**src/hw/rtl/mrwt_pkg.sv**
```systemverilog
// Shared types and constants for the Miller-Rabin witness test block.
// No dependencies; used by mrwt_modmul and miller_rabin_witness_test.
package mrwt_pkg;

    localparam int NUM_BITS = 64;
    localparam int CNT_W    = $clog2(NUM_BITS);
    localparam int T_W      = $clog2(NUM_BITS);

    typedef logic [NUM_BITS-1:0] word_t;

    typedef enum logic [1:0] {
        V_PRIME     = 2'd0,
        V_TRIVIAL   = 2'd1,
        V_COMPOSITE = 2'd2,
        V_PROBABLE  = 2'd3
    } verdict_t;

    typedef enum logic [2:0] {
        ST_IDLE,
        ST_SPLIT,
        ST_RED,
        ST_PW_MUL,
        ST_PW_SQ,
        ST_SQ,
        ST_FINISH
    } state_t;

    // request to the modular multiplier: product x*y mod m, x < m
    typedef struct packed {
        logic  start;
        word_t x;
        word_t y;
        word_t m;
    } mul_req_t;

    typedef struct packed {
        logic  busy;
        logic  done;
        word_t prod;
    } mul_rsp_t;

endpackage

```
**src/hw/rtl/mrwt_modmul.sv**
```systemverilog
// Bit-serial modular multiplier: one multiplier bit per cycle, MSB first.
// Depends on mrwt_pkg.
module mrwt_modmul (
    input  logic               aclk,
    input  logic               aresetn,
    input  mrwt_pkg::mul_req_t req,
    output mrwt_pkg::mul_rsp_t rsp
);

    mrwt_pkg::word_t acc_reg, acc_next;
    mrwt_pkg::word_t x_reg, m_reg, y_reg;
    logic [mrwt_pkg::CNT_W-1:0] cnt_reg;
    logic busy_reg, done_reg;

    logic [mrwt_pkg::NUM_BITS:0] dbl_s, add_s;
    mrwt_pkg::word_t dbl;

    // acc = 2*acc mod m, then + x mod m when the multiplier bit is set
    always_comb begin
        dbl_s = {acc_reg, 1'b0};
        if (dbl_s >= {1'b0, m_reg}) begin
            dbl_s = dbl_s - {1'b0, m_reg};
        end
        dbl   = dbl_s[mrwt_pkg::NUM_BITS-1:0];
        add_s = {1'b0, dbl} + {1'b0, x_reg};
        if (add_s >= {1'b0, m_reg}) begin
            add_s = add_s - {1'b0, m_reg};
        end
        acc_next = y_reg[mrwt_pkg::NUM_BITS-1] ? add_s[mrwt_pkg::NUM_BITS-1:0] : dbl;
    end

    always_ff @(posedge aclk) begin
        if (!aresetn) begin
            busy_reg <= 1'b0;
            done_reg <= 1'b0;
            cnt_reg  <= '0;
        end else begin
            done_reg <= 1'b0;
            if (req.start) begin
                busy_reg <= 1'b1;
                cnt_reg  <= '0;
                acc_reg  <= '0;
                x_reg    <= req.x;
                y_reg    <= req.y;
                m_reg    <= req.m;
            end else if (busy_reg) begin
                acc_reg <= acc_next;
                y_reg   <= {y_reg[mrwt_pkg::NUM_BITS-2:0], 1'b0};
                cnt_reg <= cnt_reg + 1'b1;
                if (cnt_reg == mrwt_pkg::CNT_W'(mrwt_pkg::NUM_BITS - 1)) begin
                    busy_reg <= 1'b0;
                    done_reg <= 1'b1;
                end
            end
        end
    end

    assign rsp.busy = busy_reg;
    assign rsp.done = done_reg;
    assign rsp.prod = acc_reg;

endmodule

```
**config.mk**
```make
export PLATFORM = sky130hd
export DESIGN_NAME = mrwt_modmul
export DESIGN_NICKNAME = d
export VERILOG_FILES = /design/src/hw/rtl/mrwt_pkg.sv /design/src/hw/rtl/mrwt_modmul.sv
export SDC_FILE = /design/constraint.sdc
export NUM_CORES = 1
export LEC_CHECK = 0
export ABC_AREA = 0
export BUFFER_PORTS_ARGS = -buffer_cell sky130_fd_sc_hd__clkbuf_2
export CAP_MARGIN = 10
export CORE_MARGIN = 2
export CORE_UTILIZATION = 64
export CTS_CLUSTER_DIAMETER = 80
export CTS_CLUSTER_SIZE = 8
export DETAILED_ROUTE_END_ITERATION = 7
export PLACE_DENSITY = 0.95
export SLEW_MARGIN = 20
export SYNTH_ARGS = -nofsm -noshare
export SYNTH_HDL_FRONTEND = slang
export SYNTH_SLANG_ARGS = --single-unit
```
**constraint.sdc**
```tcl
create_clock -name aclk -period 25.3 [get_ports aclk]
set_input_delay 1.265 -clock aclk [delete_from_list [all_inputs] [get_ports aclk]]
set_output_delay 1.265 -clock aclk [all_outputs]
set_load 0.02 [all_outputs]
```
==> summary.txt <==
Drt
  • First-pass iteration count of the detailed router: 6
  • DRC Markers: 0
  • Post-detailed-route count of antenna-violating nets: 0
  • DRT iter0 DRCs: 3216
  • Drt wl/cell: 24.0 um
  • Vias/cell: 6.95
  • Total Routed Length: between 70 and 80 mm
  • DR vias: 22.3k

Setup path
  • Slowest stage delay, CP: 0.99 ns
  • Crit path max fanout: 94
  • Worst Path Required: approximately 26 ns
  • Reg2reg start: acc_reg[11]
  • Most used cell, CP: o21ai_0
  • Critical Path Start: acc_reg[11]
  • R2R setup slack: 13.85 ns
  • Crit start category: register
  • Worst Reg-to-Reg Cells: 31
  • CP Data Arrival Time: 11.79 ns
  • Crit path kind: reg2reg
  • Worst path slowest cell: a2111oi_0
  • R2R Path End: acc_reg[62]
  • Worst setup EP type: register

Floorplanning
  • # IOs: 261
  • Starting Density: 65.4%
  • Total core area: 34700 sq um
  • Die Ht: just under 200 um
  • Die area: 37000 sq um
  • Die X-Extent: 192 um
  • Std-Cell Rows: 68

STA
  • Relative slew slack: 25.0%
  • Smallest hold slack: 0.518 ns
  • Fin crit period: 11.45 ns
  • Maximum achievable frequency: 87.3 MHz
  • Worst-Margin Slew: 1.10 ns
  • Slew Limit Fails: 0
  • Final setup vio count: 0
  • Final Cycle Share: 45.3%
  • Hold Vio Cnt, Final: 0
  • Unrepaired setup endpoints after global routing: false
  • Fin Clk Skew: 0.0325 ns
  • Final setup TNS: 0 ns

Layout
  • Commonest non-fill, non-tap cell in the layout: clkbuf_2
  • Layout Cells excl Fill: 3206
  • Area growth, synth to finish: 11.6%
  • Antenna Cells: 0
  • Nets: roughly 3.1k
  • Ratio of cells with drive above 1 in the final layout: approximately 15%
  • Most frequent cells in the layout: 259 x clkbuf_2, 256 x a21oi_1, 256 x edfxtp_1, 225 x nand2_1, 203 x nor2_1

GRT
  • Met3 Usage GRT: 12.0%
  • Overflow after GRT: 0
  • First-pass GRT wire length: 118 mm
  • Vias in the first global route: 21.5k
  • Met2 Track Usage GR: between 60% and 70%
  • Overall Global Routing Usage: between 40% and 50%
  • Met1 Use GR: between 50% and 60%
  • Layer with the highest usage: met2
  • Largest net degree at the start of global routing: 95
  • Initial antenna violation count: 1

Placed design
  • Final HPWL DP: 58.5 mm
  • Placed Instances: 3141
  • GPL Wtd Cong: 1.12
  • IO buf count: 260

Synth
  • Number of flops mapped to enable cells by yosys: 256
  • Synth cell types: 82
  • Syn. warnings: 0
  • Syn Area/Cell: 8.94 sq um
  • Synth Register Bits: ~260
  • Post-synthesis cell area: 22700 sq um
  • Post-Syn Instances: 2539
  • Async SR Flop Fraction: 0%
  • Synth Net Count: 2930
  • Register area share after synthesis: 34.6%
  • Top_reg_cell synth: edfxtp_1

Flow run
  • Max-cap violations: 0

CTS
  • Clock slew at reported path FFs: 0.06 ns
  • Clock Latency Late Sink: 0.61 ns
  • H-Tree Depth: 2
  • Root Buffer Master: clkbuf_16
  • Cts bufs inserted: 40
  • Hold buffers post-CTS: 0
  • CTS tree: yes
  • Clk sink count: 264
  • Post-cts sizing count: 0
  • CTS max path bufs: 3
  • Post CTS Setup Buffer Count: 0

Min path
  • Hold Crit Class: reg2reg
  • Hold EP: cnt_reg[5]
  • Hold depth: 2
  • Hold Crit Start: cnt_reg[5]

Run status
  • Outcome: finished clean
stage by stage:
step                setup slack, ns  util, %  cell area (sq um)
floorplan                     17.14        -              22700
global placement              14.45     69.6              24200
detailed placement            14.33     69.6              24200
CTS                           14.28     73.0              25300
global route                  13.39     73.0              25300
finish                        13.85     73.0              25300
worst max-delay path by stage:
| stage | to | cells past startpoint | slack [ns] |
|---|---|---|---|
| 2_1_floorplan | acc_reg[52] | 37 | 17.14 |
| 3_5_place_dp | acc_reg[62] | 32 | 14.33 |
| 3_3_place_gp | acc_reg[62] | 31 | 14.45 |
| 6_report | acc_reg[62] | 31 | 13.85 |
| 5_1_grt | acc_reg[62] | 32 | 13.39 |
| 4_1_cts | acc_reg[62] | 33 | 14.28 |
kinds of logic after synthesis:
group | after synthesis | synth area share, %
AO/OA/AOI/OAI | 840 | 24.0
XOR/XNOR | 177 | 6.83
flip-flops | 264 | 34.6
buffers and inverters | 258 | 4.51
adder cells (fa/ha/maj) | 196 | 10.9
AND/OR/NAND/NOR | 710 | 14.7
multiplexers | 94 | 4.53
cell usage after synthesis (all sizes together), types with 18 or more instances:
library cell  count  area, sq um
nand2b           18          113
nand3            42          210
nor3             40          200
xnor2            94          823
xor2             83          727
mux2i            23          230
nand2           225          845
ha              193         2410
nand4            54          338
o21bai           43          323
and3             26          163
a31oi            39          263
a211oi           65          528
a21o             87          653
mux2             71          800
a21oi           256         1280
nor2            203          762
clkbuf          106          399
edfxtp          256         7690
o21a             33          248
and2             24          150
o21ai           176          885
inv             135          507
routing by layer:
| layer | part of all wire, % | up-vias |
|---|---|---|
| li1 | - | 9879 |
| met1 | 37 | 10200 |
| met2 | 43 | 1797 |
| met3 | 13 | 402 |
| met4 | 6.6 | 2 |
| met5 | 0.029 | - |
cell type report:
class	count	area, sq um
clock buffer	59	1070
clock inverter	6	98.8
fill	2539	9380
inverter	135	507
multi-input combinational	2017	13900
sequential	264	7850
tap	455	569
timing repair buffer	270	1380
critical path: cells and delay by family, from the launching register on:
family          cells  cell delay (ns)
buf+inv             3             1.54
flops               1             0.41
xor+xnor            1             0.29
compound gates     17             5.71
fa+ha+maj           3             1.30
simple gates        7             1.80
Power is left out: the tool's default activity adds up to more than one toggle a clock period on the data nets, which glitch-free logic cannot reach.
